**src/rtl/core/bmp24_to_rgba_stream_decoder_core_assert.svh**
```systemverilog
// assertion macros shared by the decoder core
`ifndef BMP24_TO_RGBA_STREAM_DECODER_CORE_ASSERT_SVH
`define BMP24_TO_RGBA_STREAM_DECODER_CORE_ASSERT_SVH

// checked only outside reset
`define BMP_ASSERT(label, prop, msg) \
  label: assert property (@(posedge clk_i) disable iff (!rst_ni) (prop)) else $error(msg);

// checked at every edge, reset included
`define BMP_ASSERT_ALWAYS(label, prop, msg) \
  label: assert property (@(posedge clk_i) (prop)) else $error(msg);

`endif

```
**src/rtl/core/bmp24_pkg.sv**
```systemverilog
package bmp24_pkg;

  // default largest accepted width or height
  localparam int MaxDimDefault = 4096;

  // header layout
  localparam logic [5:0] WidthOff  = 6'h12;
  localparam logic [5:0] HeightOff = 6'h16;
  localparam logic [5:0] LastHdr   = 6'd53;
  localparam logic [7:0] SigB      = 8'h42;
  localparam logic [7:0] SigM      = 8'h4d;

  // color key threshold and opaque value
  localparam logic [7:0] KeyLimit  = 8'd5;
  localparam logic [7:0] Opaque    = 8'hff;

  // decoupling queue depth
  localparam int QDepth = 2;
  localparam int QPtrW  = $clog2(QDepth);

  typedef enum logic [1:0] {
    PhIdle,
    PhHeader,
    PhPixels,
    PhDone
  } phase_e;

  typedef struct packed {
    logic [7:0] data_byte;
    logic       file_start;
  } in_item_t;

  typedef struct packed {
    logic [7:0] red;
    logic [7:0] green;
    logic [7:0] blue;
    logic [7:0] alpha;
    logic       header_error;
    logic       final_pixel;
  } out_item_t;

  // classified work from front to back
  typedef struct packed {
    logic [7:0] red;
    logic [7:0] green;
    logic [7:0] blue;
    logic       header_error;
    logic       final_pixel;
  } work_t;

  typedef struct packed {
    logic full;
    logic valid;
  } q_stat_t;

endpackage

```
**src/rtl/core/bmp24_front.sv**
```systemverilog
module bmp24_front import bmp24_pkg::*; #(
  parameter int MAX_DIM = MaxDimDefault
) (
  input  logic     clk_i,
  input  logic     rst_ni,
  input  logic     acc_i,
  input  in_item_t item_i,
  output logic     push_o,
  output work_t    work_o
);

  localparam int DimW = $clog2(MAX_DIM + 1);

  phase_e           phase_q, phase_d;
  logic [5:0]       hdr_off_q, hdr_off_d;
  logic             sig_ok_q, sig_ok_d;
  logic [31:0]      width_q, width_d;
  logic [31:0]      height_q, height_d;
  logic [DimW-1:0]  img_w_q, img_w_d;
  logic [DimW-1:0]  img_h_q, img_h_d;
  logic [DimW-1:0]  col_q, col_d;
  logic [DimW-1:0]  row_q, row_d;
  logic [1:0]       bip_q, bip_d;
  logic [1:0]       pad_q, pad_d;
  logic [1:0]       row_pad_q, row_pad_d;
  logic [7:0]       blue_q, blue_d;
  logic [7:0]       green_q, green_d;

  phase_e      phase;
  logic [5:0]  off;
  logic        sig;
  logic [31:0] ww;
  logic [31:0] hw;
  logic [1:0]  lane;
  logic        bad;
  logic [7:0]  b;

  // header gathering, pixel grouping and padding skip
  always_comb begin
    phase_d   = phase_q;
    hdr_off_d = hdr_off_q;
    sig_ok_d  = sig_ok_q;
    width_d   = width_q;
    height_d  = height_q;
    img_w_d   = img_w_q;
    img_h_d   = img_h_q;
    col_d     = col_q;
    row_d     = row_q;
    bip_d     = bip_q;
    pad_d     = pad_q;
    row_pad_d = row_pad_q;
    blue_d    = blue_q;
    green_d   = green_q;
    push_o    = 1'b0;
    work_o    = '0;
    b         = item_i.data_byte;
    lane      = '0;
    bad       = 1'b0;

    phase = phase_q;
    off   = hdr_off_q;
    sig   = sig_ok_q;
    ww    = width_q;
    hw    = height_q;

    // start of a new file abandons whatever was going on
    if (acc_i && item_i.file_start) begin
      phase = PhHeader;
      off   = '0;
      sig   = 1'b1;
      ww    = '0;
      hw    = '0;
      col_d = '0;
      row_d = '0;
      bip_d = '0;
      pad_d = '0;
    end

    if (acc_i) begin
      unique case (phase)
        PhHeader: begin
          if (off == 6'd0 && b != SigB) sig = 1'b0;
          if (off == 6'd1 && b != SigM) sig = 1'b0;
          if (off >= WidthOff && off < WidthOff + 6'd4) begin
            lane = 2'(off - WidthOff);
            ww[{lane, 3'b000} +: 8] = b;
          end
          if (off >= HeightOff && off < HeightOff + 6'd4) begin
            lane = 2'(off - HeightOff);
            hw[{lane, 3'b000} +: 8] = b;
          end
          if (off < LastHdr) begin
            off = off + 6'd1;
          end else begin
            bad = !sig || ww == 32'd0 || ww > 32'(MAX_DIM) ||
                  hw == 32'd0 || hw > 32'(MAX_DIM);
            if (bad) begin
              phase               = PhDone;
              push_o              = 1'b1;
              work_o.header_error = 1'b1;
            end else begin
              phase     = PhPixels;
              img_w_d   = ww[DimW-1:0];
              img_h_d   = hw[DimW-1:0];
              // (4 - 3w mod 4) mod 4 reduces to w mod 4
              row_pad_d = ww[1:0];
              col_d     = '0;
              row_d     = '0;
              bip_d     = '0;
              pad_d     = '0;
            end
          end
        end
        PhPixels: begin
          if (pad_q != 2'd0) begin
            pad_d = pad_q - 2'd1;
          end else begin
            unique case (bip_q)
              2'd0: begin
                blue_d = b;
                bip_d  = 2'd1;
              end
              2'd1: begin
                green_d = b;
                bip_d   = 2'd2;
              end
              default: begin
                bip_d        = 2'd0;
                push_o       = 1'b1;
                work_o.red   = b;
                work_o.green = green_q;
                work_o.blue  = blue_q;
                // end of row, end of image
                if ({1'b0, col_q} + 1'b1 >= {1'b0, img_w_q}) begin
                  col_d = '0;
                  if ({1'b0, row_q} + 1'b1 >= {1'b0, img_h_q}) begin
                    work_o.final_pixel = 1'b1;
                    phase              = PhDone;
                  end else begin
                    row_d = row_q + 1'b1;
                    pad_d = row_pad_q;
                  end
                end else begin
                  col_d = col_q + 1'b1;
                end
              end
            endcase
          end
        end
        default: ;
      endcase
    end

    phase_d   = phase;
    hdr_off_d = off;
    sig_ok_d  = sig;
    width_d   = ww;
    height_d  = hw;
  end

  // control state
  always_ff @(posedge clk_i or negedge rst_ni) begin
    if (!rst_ni) begin
      phase_q   <= PhIdle;
      hdr_off_q <= '0;
      sig_ok_q  <= 1'b1;
      width_q   <= '0;
      height_q  <= '0;
      img_w_q   <= '0;
      img_h_q   <= '0;
      col_q     <= '0;
      row_q     <= '0;
      bip_q     <= '0;
      pad_q     <= '0;
      row_pad_q <= '0;
    end else begin
      phase_q   <= phase_d;
      hdr_off_q <= hdr_off_d;
      sig_ok_q  <= sig_ok_d;
      width_q   <= width_d;
      height_q  <= height_d;
      img_w_q   <= img_w_d;
      img_h_q   <= img_h_d;
      col_q     <= col_d;
      row_q     <= row_d;
      bip_q     <= bip_d;
      pad_q     <= pad_d;
      row_pad_q <= row_pad_d;
    end
  end

  // held color bytes
  always_ff @(posedge clk_i) begin
    blue_q  <= blue_d;
    green_q <= green_d;
  end

endmodule

```
**src/rtl/core/bmp24_queue.sv**
```systemverilog
module bmp24_queue import bmp24_pkg::*; (
  input  logic    clk_i,
  input  logic    rst_ni,
  input  logic    push_i,
  input  work_t   push_data_i,
  input  logic    pop_i,
  output work_t   pop_data_o,
  output q_stat_t stat_o
);

  work_t            mem_q [QDepth];
  logic [QPtrW-1:0] wr_ptr_q, wr_ptr_d;
  logic [QPtrW-1:0] rd_ptr_q, rd_ptr_d;
  logic [QPtrW:0]   cnt_q, cnt_d;

  // pointer and fill bookkeeping
  always_comb begin
    wr_ptr_d = wr_ptr_q;
    rd_ptr_d = rd_ptr_q;
    cnt_d    = cnt_q;
    if (push_i) begin
      wr_ptr_d = (wr_ptr_q == QPtrW'(QDepth - 1)) ? '0 : wr_ptr_q + 1'b1;
    end
    if (pop_i) begin
      rd_ptr_d = (rd_ptr_q == QPtrW'(QDepth - 1)) ? '0 : rd_ptr_q + 1'b1;
    end
    if (push_i && !pop_i) cnt_d = cnt_q + 1'b1;
    if (!push_i && pop_i) cnt_d = cnt_q - 1'b1;
  end

  always_ff @(posedge clk_i or negedge rst_ni) begin
    if (!rst_ni) begin
      wr_ptr_q <= '0;
      rd_ptr_q <= '0;
      cnt_q    <= '0;
    end else begin
      wr_ptr_q <= wr_ptr_d;
      rd_ptr_q <= rd_ptr_d;
      cnt_q    <= cnt_d;
    end
  end

  // entry storage
  always_ff @(posedge clk_i) begin
    if (push_i) mem_q[wr_ptr_q] <= push_data_i;
  end

  assign pop_data_o   = mem_q[rd_ptr_q];
  assign stat_o.valid = (cnt_q != '0);
  assign stat_o.full  = (cnt_q == (QPtrW + 1)'(QDepth));

endmodule

```
**src/rtl/core/bmp24_back.sv**
```systemverilog
module bmp24_back import bmp24_pkg::*; (
  input  logic      clk_i,
  input  logic      rst_ni,
  input  logic      color_key_i,
  input  q_stat_t   q_stat_i,
  input  work_t     work_i,
  output logic      pop_o,
  output logic      out_valid_o,
  input  logic      out_stall_i,
  output out_item_t out_data_o
);

  logic      out_valid_q, out_valid_d;
  out_item_t out_data_q, out_data_d;
  logic      dark;

  // take the next entry when the output register is free or drains now
  assign pop_o = q_stat_i.valid && (!out_valid_q || !out_stall_i);

  // pixel formatting with optional color key
  always_comb begin
    dark        = work_i.blue < KeyLimit && work_i.green < KeyLimit &&
                  work_i.red < KeyLimit;
    out_valid_d = out_valid_q;
    out_data_d  = out_data_q;
    if (out_valid_q && !out_stall_i) out_valid_d = 1'b0;
    if (pop_o) begin
      out_valid_d             = 1'b1;
      out_data_d.header_error = work_i.header_error;
      out_data_d.final_pixel  = work_i.final_pixel;
      if (work_i.header_error) begin
        out_data_d.red   = '0;
        out_data_d.green = '0;
        out_data_d.blue  = '0;
        out_data_d.alpha = '0;
      end else if (color_key_i) begin
        out_data_d.red   = dark ? 8'd0 : Opaque;
        out_data_d.green = dark ? 8'd0 : Opaque;
        out_data_d.blue  = dark ? 8'd0 : Opaque;
        out_data_d.alpha = dark ? 8'd0 : Opaque;
      end else begin
        out_data_d.red   = work_i.red;
        out_data_d.green = work_i.green;
        out_data_d.blue  = work_i.blue;
        out_data_d.alpha = Opaque;
      end
    end
  end

  always_ff @(posedge clk_i or negedge rst_ni) begin
    if (!rst_ni) begin
      out_valid_q <= 1'b0;
    end else begin
      out_valid_q <= out_valid_d;
    end
  end

  always_ff @(posedge clk_i) begin
    out_data_q <= out_data_d;
  end

  assign out_valid_o = out_valid_q;
  assign out_data_o  = out_data_q;

endmodule

```
**src/rtl/core/bmp24_to_rgba_stream_decoder_core.sv**
```systemverilog
// channel   direction  handshake                 payload
// in        input      in_valid_i / in_stall_o   in_item_t  (data_byte, file_start)
// out       output     out_valid_o / out_stall_i out_item_t (rgba, header_error, final_pixel)
// cfg       input      cfg_we_i                  cfg_wdata_i (color key enable)
//
// one byte per cycle while out_stall_i is low; a pixel is queued, then registered out.
// the front parser decides per byte, a two-entry queue feeds the output stage.
// in_stall_o rises only while the queue holds two entries.
// reset clears all control state, phase goes idle, color key off.
// an output stall fills the queue before the input side stalls.
`include "bmp24_to_rgba_stream_decoder_core_assert.svh"

module bmp24_to_rgba_stream_decoder_core import bmp24_pkg::*; #(
  parameter int MAX_DIM = MaxDimDefault
) (
  input  logic      clk_i,
  input  logic      rst_ni,
  input  logic      in_valid_i,
  output logic      in_stall_o,
  input  in_item_t  in_data_i,
  output logic      out_valid_o,
  input  logic      out_stall_i,
  output out_item_t out_data_o,
  input  logic      cfg_we_i,
  input  logic      cfg_wdata_i
);

  logic    color_key_q;
  logic    in_acc;
  logic    push;
  logic    pop;
  work_t   push_work;
  work_t   pop_work;
  q_stat_t q_stat;

  // configuration register
  always_ff @(posedge clk_i or negedge rst_ni) begin
    if (!rst_ni) begin
      color_key_q <= 1'b0;
    end else if (cfg_we_i) begin
      color_key_q <= cfg_wdata_i;
    end
  end

  assign in_stall_o = q_stat.full;
  assign in_acc     = in_valid_i && !in_stall_o;

  bmp24_front #(
    .MAX_DIM(MAX_DIM)
  ) u_front (
    .clk_i (clk_i),
    .rst_ni(rst_ni),
    .acc_i (in_acc),
    .item_i(in_data_i),
    .push_o(push),
    .work_o(push_work)
  );

  bmp24_queue u_queue (
    .clk_i      (clk_i),
    .rst_ni     (rst_ni),
    .push_i     (push),
    .push_data_i(push_work),
    .pop_i      (pop),
    .pop_data_o (pop_work),
    .stat_o     (q_stat)
  );

  bmp24_back u_back (
    .clk_i      (clk_i),
    .rst_ni     (rst_ni),
    .color_key_i(color_key_q),
    .q_stat_i   (q_stat),
    .work_i     (pop_work),
    .pop_o      (pop),
    .out_valid_o(out_valid_o),
    .out_stall_i(out_stall_i),
    .out_data_o (out_data_o)
  );

  // a full queue must hold off the input side
  `BMP_ASSERT_ALWAYS(a_full_stalls, q_stat.full |-> in_stall_o, "queue full without stall")

  // header errors carry a zero pixel
  `BMP_ASSERT(a_err_zero, (out_valid_o && out_data_o.header_error) |-> (out_data_o.red == 8'd0 && out_data_o.alpha == 8'd0 && !out_data_o.final_pixel), "header error with pixel data")

  // a pixel is either keyed out or opaque
  `BMP_ASSERT(a_alpha_code, (out_valid_o && !out_data_o.header_error) |-> (out_data_o.alpha == 8'd0 || out_data_o.alpha == 8'hff), "bad alpha value")

endmodule

```
**config.mk**
```make
export PLATFORM = sky130hd
export DESIGN_NAME = bmp24_to_rgba_stream_decoder_core
export DESIGN_NICKNAME = d
export VERILOG_FILES = /design/src/rtl/core/bmp24_pkg.sv /design/src/rtl/core/bmp24_front.sv /design/src/rtl/core/bmp24_queue.sv /design/src/rtl/core/bmp24_back.sv /design/src/rtl/core/bmp24_to_rgba_stream_decoder_core.sv
export VERILOG_INCLUDE_DIRS = /design/src /design/src/rtl/core
export SDC_FILE = /design/constraint.sdc
export NUM_CORES = 1
export LEC_CHECK = 0
export BUFFER_PORTS_ARGS = -buffer_cell sky130_fd_sc_hd__clkbuf_2
export CAP_MARGIN = 20
export CORE_ASPECT_RATIO = 1.2
export CORE_UTILIZATION = 45
export CTS_CLUSTER_DIAMETER = 40
export CTS_CLUSTER_SIZE = 8
export DETAILED_ROUTE_END_ITERATION = 10
export PLACE_DENSITY = 0.57
export SETUP_SLACK_MARGIN = 0.05
export SYNTH_ARGS = -nofsm -noshare
export SYNTH_HDL_FRONTEND = slang
export SYNTH_SLANG_ARGS = --single-unit
```
**constraint.sdc**
```tcl
create_clock -name clk_i -period 7.6 [get_ports clk_i]
set_input_delay 0.38 -clock clk_i [delete_from_list [all_inputs] [get_ports clk_i]]
set_output_delay 0.38 -clock clk_i [all_outputs]
set_load 0.01 [all_outputs]
```
### Word-level counts from Yosys, hierarchy flattened

Memories as Yosys holds them, arrays and structs flattened.
Cells that the tools add are included.

* memories kept: 1
* output and inout bits: 36
* bits of input ports: 15
* register bits: 187
* word-level logic and storage cells: 194
* RAM bits: 52

Memory list
* u_queue.mem_q: words 2, width 26, read ports 1, clocked after memory_dff 0, write ports 1, line bmp24_queue.sv:11 `work_t mem_q [QDepth];`

* $add $sub $neg: 14
* shift operators: 4
* multiplexer cells: 93
* bitwise operators: 3
* equality and inequality tests: 7
* reductions and logical operators: 35
* $lt $le $gt $ge: 12

Operators by type and width (number)
* two-way mux 32 bit: 13
* two-way mux 13 bit: 15
* two-way mux 24 bit: 3
* bitwise mux 32 bit: 2
* greater-than comparator 32 x 13 -> 1 bit (second input constant): 2
* zero test 32 bit: 2
* variable shift 8 x 7 -> 32 bit (first input constant): 2
* variable part select 8 x 7 -> 32 bit: 2
* one-hot mux 13 bit (2 select lines): 2
* two-way mux 2 bit: 22
* adder 13 x 1 -> 14 bit (second input constant): 2
* >= comparator 14 x 13 -> 1 bit: 2
* adder 13 x 1 -> 13 bit (second input constant): 2
* two-way mux 26 bit: 1
* two-way mux 1 bit: 25
* less-than comparator 8 x 3 -> 1 bit (second input constant): 3
* two-way mux 6 bit: 4
* inequality test 8 x 7 -> 1 bit (second input constant): 2
* one-hot mux 2 bit (2 select lines): 4
* negation 5 -> 7 bit: 2
* >= comparator 6 x 5 -> 1 bit (second input constant): 2
* logical AND 1 bit: 12
* less-than comparator 6 x 5 -> 1 bit (second input constant): 2
* AND reduction 4 bit: 3
* other kinds (18): 37

### Logic depth before layout (Yosys ltp)

* depth in word-level cells: 24
* gate-level depth with buffers: 22

### Hierarchy

A second synthesis with hierarchy kept.

* cells, all modules: 1077
* area, all modules: 11840.1 µm²

Modules (own cells, without submodules)
* bmp24_front: seq. area each 3709.8 µm², cells an instance 870, times used 1, area each 8205.4 µm²
* bmp24_queue: seq. area each 1661.6 µm², cells an instance 97, times used 1, area each 2163.3 µm²
* bmp24_back: seq. area each 835.8 µm², cells an instance 107, times used 1, area each 1425.1 µm²
* bmp24_to_rgba_stream_decoder_core: seq. area each 25.0 µm², cells an instance 3, times used 1, area each 46.3 µm²

### Worst setup path after synthesis

No wires, ideal clock.

* path kind: input-to-reg
* start: input in_data_i[0] in the netlist's numbering
* end: memory u_queue.mem_q[0][0] in the netlist's numbering (enable)
* cell stages on the path: 18
* slack: 1.753 ns
* data arrival time: 5.405 ns
* path through: and2_1 nand2_1 clkbuf_1 clkbuf_1 nand2_1 inv_1 ha_1 buf_2 or2_2 a21oi_2 buf_4 nor3_1 o21ai_1 o221ai_2 o31a_2 o211a_4 o21a_1 nor3_1

* word-level cells in the longest chain between the ends: 20
* elaborated cells between the ends (all ways): 54
* classes of those cells: 4 x add/sub; 7 x order compare; 3 x eq/ne; 4 x shift; 23 x mux; 13 x reduce/logical

Ends and longest elaborated chain
* from (decl): line bmp24_to_rgba_stream_decoder_core.sv:20 `input in_item_t in_data_i,`
* logical AND 1 bit (*): line bmp24_front.sv:67 `if (acc_i && item_i.file_start) begin`
* branches (longest 15 deep; another with greater-than comparator 32 x 13 -> 1 bit)
* one-hot mux 1 bit (2 select lines) (*): line bmp24_front.sv:80 `unique case (phase)`
* two-way mux 1 bit (*): line bmp24_front.sv:79 `if (acc_i) begin`
* two-way mux 1 bit (*): line bmp24_queue.sv:45 `if (push_i) mem_q[wr_ptr_q] <= push_data_i;`
* two-way mux 1 bit (implied by the code) (*): line bmp24_queue.sv:45
* to (decl): line bmp24_queue.sv:11

Every way passes the cells marked *. The select of a mux whose other input is x is not followed.

### Worst setup path after layout

* start: register u_queue.cnt_q[0]
* end: register u_queue.cnt_q[1]

* word-level cells in the longest chain between the ends: 24
* elaborated cells between the ends (all ways): 66
* classes of those cells: 6 x add/sub; 7 x order compare; 4 x eq/ne; 4 x shift; 23 x mux; 22 x reduce/logical

Ends and longest elaborated chain
* from (decl): line bmp24_queue.sv:14 `logic [QPtrW:0] cnt_q, cnt_d;`
* from (signal assigned): line bmp24_queue.sv:39 `cnt_q <= cnt_d;`
* branches (longest 24 deep; another with negation 5 -> 7 bit)

Parallel ways; which one is timed is not known. The select of a mux whose other input is x is not followed.
A chain may end at the register's enable or synchronous reset.

==> results_dict.tcl <==
set metrics [dict create \
    muxShareOfSynthArea 0.0303 \
    wl_per_cell_um 19.3 \
    crit_chain "nand2b_4, nand2_2, buf_4, nand2_1, inv_1, ha_1, or2_2, a21oi_2, or2_1, nor3_1, a31oi_1, nor4_4, o211a_4, o21a_1, nand2b_1, ha_1, nor2_1, xor2_1" \
    gr-usage-all-layers 0.233 \
    drive_gt1_frac 0.138 \
    synth_area_per_cell_sq_um 10.1 \
    grt_max_degree 85 \
    final_area_sq_um 13700 \
    ys_ff_latch 230 \
    synth_xor_area_frac 0.0160 \
    cp_num_buf_inv 2 \
    synth.distinct_cells 77 \
    drt-met1-wl_um 13700 \
    hold_violations 0 \
    cp_data_required_time_ns 8.02 \
    fin_setup_tns_ns 0 \
    syn-num-nets 1238 \
    cts_tree "yes" \
    top_layer "met4" \
    holdWs_ns 0.0969 \
    initial_core_util 0.457 \
    post-place-cells 1519 \
    core_sq_um 26200 \
    rows 65 \
    path_class "flop to flop" \
    antenna_left 0 \
    clk_path_buf_depth 3 \
    r2r-start "u_queue.cnt_q[0]" \
    firstDrtPassIters 5 \
    gp_congestion 0.930 \
    final_cell_mix "nand2_1, dfrtp_1, edfxtp_1" \
    fin_nets 1281 \
    yosysWarnings 0 \
    async_flop_share 0.587 \
    via_per_inst 5.73 \
    synth-adder-area-share 0.0387 \
    clk_latency_ns 0.51 \
    min_from "out_stall_i" \
    crit_family "simple AND/OR/NAND/NOR gates" \
    cts_buffers 40 \
    fill_cells 2417 \
    worstSetupStartpointType "flop" \
    p_per_area_nw_per_um2 279 \
    grt_overflow 0 \
    finalSetupViolCount 0 \
    synth_top_family_by_area "simple AND/OR/NAND/NOR gates" \
    cts.repair.resized 0 \
    grt_pass1_wl_um 49300 \
    drv_slew 0 \
    dr_wl_met2_um 15000 \
    p_int_mw 2.63 \
    synth_ff_type "dfrtp_1" \
    period_share 0.672 \
    p_comb_frac 0.201 \
    fin_skew_ns 0.0165 \
    crit_path_top_delay_cell "a21oi_2" \
    slowest_delay_ns 0.49 \
    port_buffers 50 \
    syn-instance-count 1186 \
    yosys.area_share.simple 0.195 \
    hpwl_um 21200 \
    arrival_ns 5.53 \
    syn_to_final_growth_pct 14.6 \
    clk_pin_slew_ns 0.05 \
    diodes 0 \
    yosysSeqAreaShare 0.521 \
    synth_compound_area_frac 0.159 \
    path_max_fanout 60 \
    max_slew_margin 0.299 \
    clkPwrFrac 0.419 \
    clockRootBuffer "clkbuf_16" \
    placed_area_sq_um 12500 \
    rsz0062_at_grt "no" \
    vdd_drop_max_uv 144 \
    rrSetupSlack_ns 2.50 \
    final_cells 1593 \
    synth-edff-count 95 \
    pwr-share-seq 0.380 \
    worst_pin_slew_ns 1.05 \
    critPathCaptureType "flop" \
    route.met3.wl_um 1260 \
    drc_errors 0 \
    cts-htree-levels 2 \
    hold_path.class "input port to flop" \
    mostFrequentLayoutCell "nand2_1" \
    crit_path_start "u_queue.cnt_q[0]" \
    die_area_sq_um 27300 \
    grt_pass1_vias 8930 \
    antenna_found_initial 0 \
    vias 9127 \
    finalCriticalPeriod_ns 5.10 \
    drt_iter0_markers 538 \
    drt-total-wl_um 30700 \
    p_sw_frac 0.311 \
    cpMostUsedCell "ha_1" \
    status "finished clean" \
    cap_violations 0 \
    fmax_mhz 196 \
    power_switching_mw 1.19 \
    cts_sinks 230 \
    p_leak_nw 5.89 \
    synth_area_sq_um 12000 \
    io-pin-count 51 \
    die_y_um 181 \
    die_w_um 151 \
]
==> worst reg2reg max path, delay by kind of cell (launching register included) <==
kind	cells	cell delay, ns
adder cells (fa/ha/maj)	2	0.65
flip-flops	1	0.42
XOR/XNOR	1	0.16
buffers and inverters	2	0.45
AND/OR/NAND/NOR	9	1.92
AO/OA/AOI/OAI	4	1.42
==> sequential cells by signal (all words and copies together), names as in the netlist, 2 cells and up <==
name               cells
u_front.pad_q          2
u_front.width_q       32
u_front.bip_q          2
u_back.out_data_o     27
u_front.green_q        8
u_front.row_q         13
u_front.phase_q        2
u_front.hdr_off_q      6
u_front.img_w_q       12
u_front.height_q      32
u_front.col_q         13
u_front.blue_q         8
u_queue.mem_q         52
u_queue.cnt_q          2
u_front.img_h_q       13
==> final timing paths <==
path,to,depth (start not counted)
max,u_queue.cnt_q[1],18
min,u_back.out_valid_o,3
max reg2reg,u_queue.cnt_q[1],18
min reg2reg,u_front.width_q[16],1
max in group asynchronous,u_front.width_q[19],3
min in group asynchronous,u_front.height_q[16],2
==> metrics by stage <==
| stage | worst slack [ns] | total power [mW] | util |
|---|---|---|---|
| detailed placement | 2.44 | 2.24 | 0.477 |
| global route | 2.17 | 4.01 | 0.524 |
| floorplan | 1.75 | 2.00 | - |
| CTS | 2.55 | 3.86 | 0.523 |
| global placement | 2.62 | 2.23 | 0.476 |
| finish | 2.50 | 3.82 | 0.524 |
==> cell type report <==
cell class / count / area (sq um) / area share
flip-flops and latches: 230 / 6230 / 0.454
repair buffers: 65 / 372 / 0.0271
well taps: 335 / 419 / 0.0306
multi-input cells: 843 / 5300 / 0.387
inverters: 49 / 184 / 0.0134
clock inverters: 13 / 76.3 / 0.00556
clock buffers: 58 / 1130 / 0.0824
==> timing repair <==
action                                  4_1_cts  5_1_grt
endpoints found under the setup margin        0        0
setup buffers                                 0        0
hold buffers                                  1        0
hold endpoints to repair                      1        0
==> kinds of logic after synthesis <==
group	Yosys count
multiplexers	35
AND/OR/NAND/NOR	469
AO/OA/AOI/OAI	281
XOR/XNOR	21
adder cells (fa/ha/maj)	37
flip-flops	230
buffers and inverters	113
==> synth_stat cells, types with 33 or more instances <==
master    instances  share of area
nand2_1         137          0.043
dfrtp_1         134           0.28
edfxtp_1         95           0.24
nor2_1           89          0.028
o21ai_0          76          0.032
nand3_1          59          0.025
a21oi_1          55          0.023
inv_1            48          0.015
clkbuf_1         41          0.013
ha_1             37          0.039
nor3_1           35          0.015
and2_1           33          0.017
==> power by group through the flow <==
stage | Clock [mW] | Sequential (mW) | Combinational, mW
after floorplan | 0 | 1.46 | 0.539
after global placement | 0 | 1.47 | 0.760
after detailed placement | 0 | 1.47 | 0.767
after CTS | 1.64 | 1.45 | 0.768
after global routing | 1.69 | 1.46 | 0.854
final | 1.60 | 1.45 | 0.770
==> metal layers <==
metal	global-route usage	vias to the layer above
met5	0	-
met1	0.312	4411
met3	0.0367	54
li1	-	4421
met2	0.383	241
met4	0.0776	0
(Power assumes the default switching activity.)
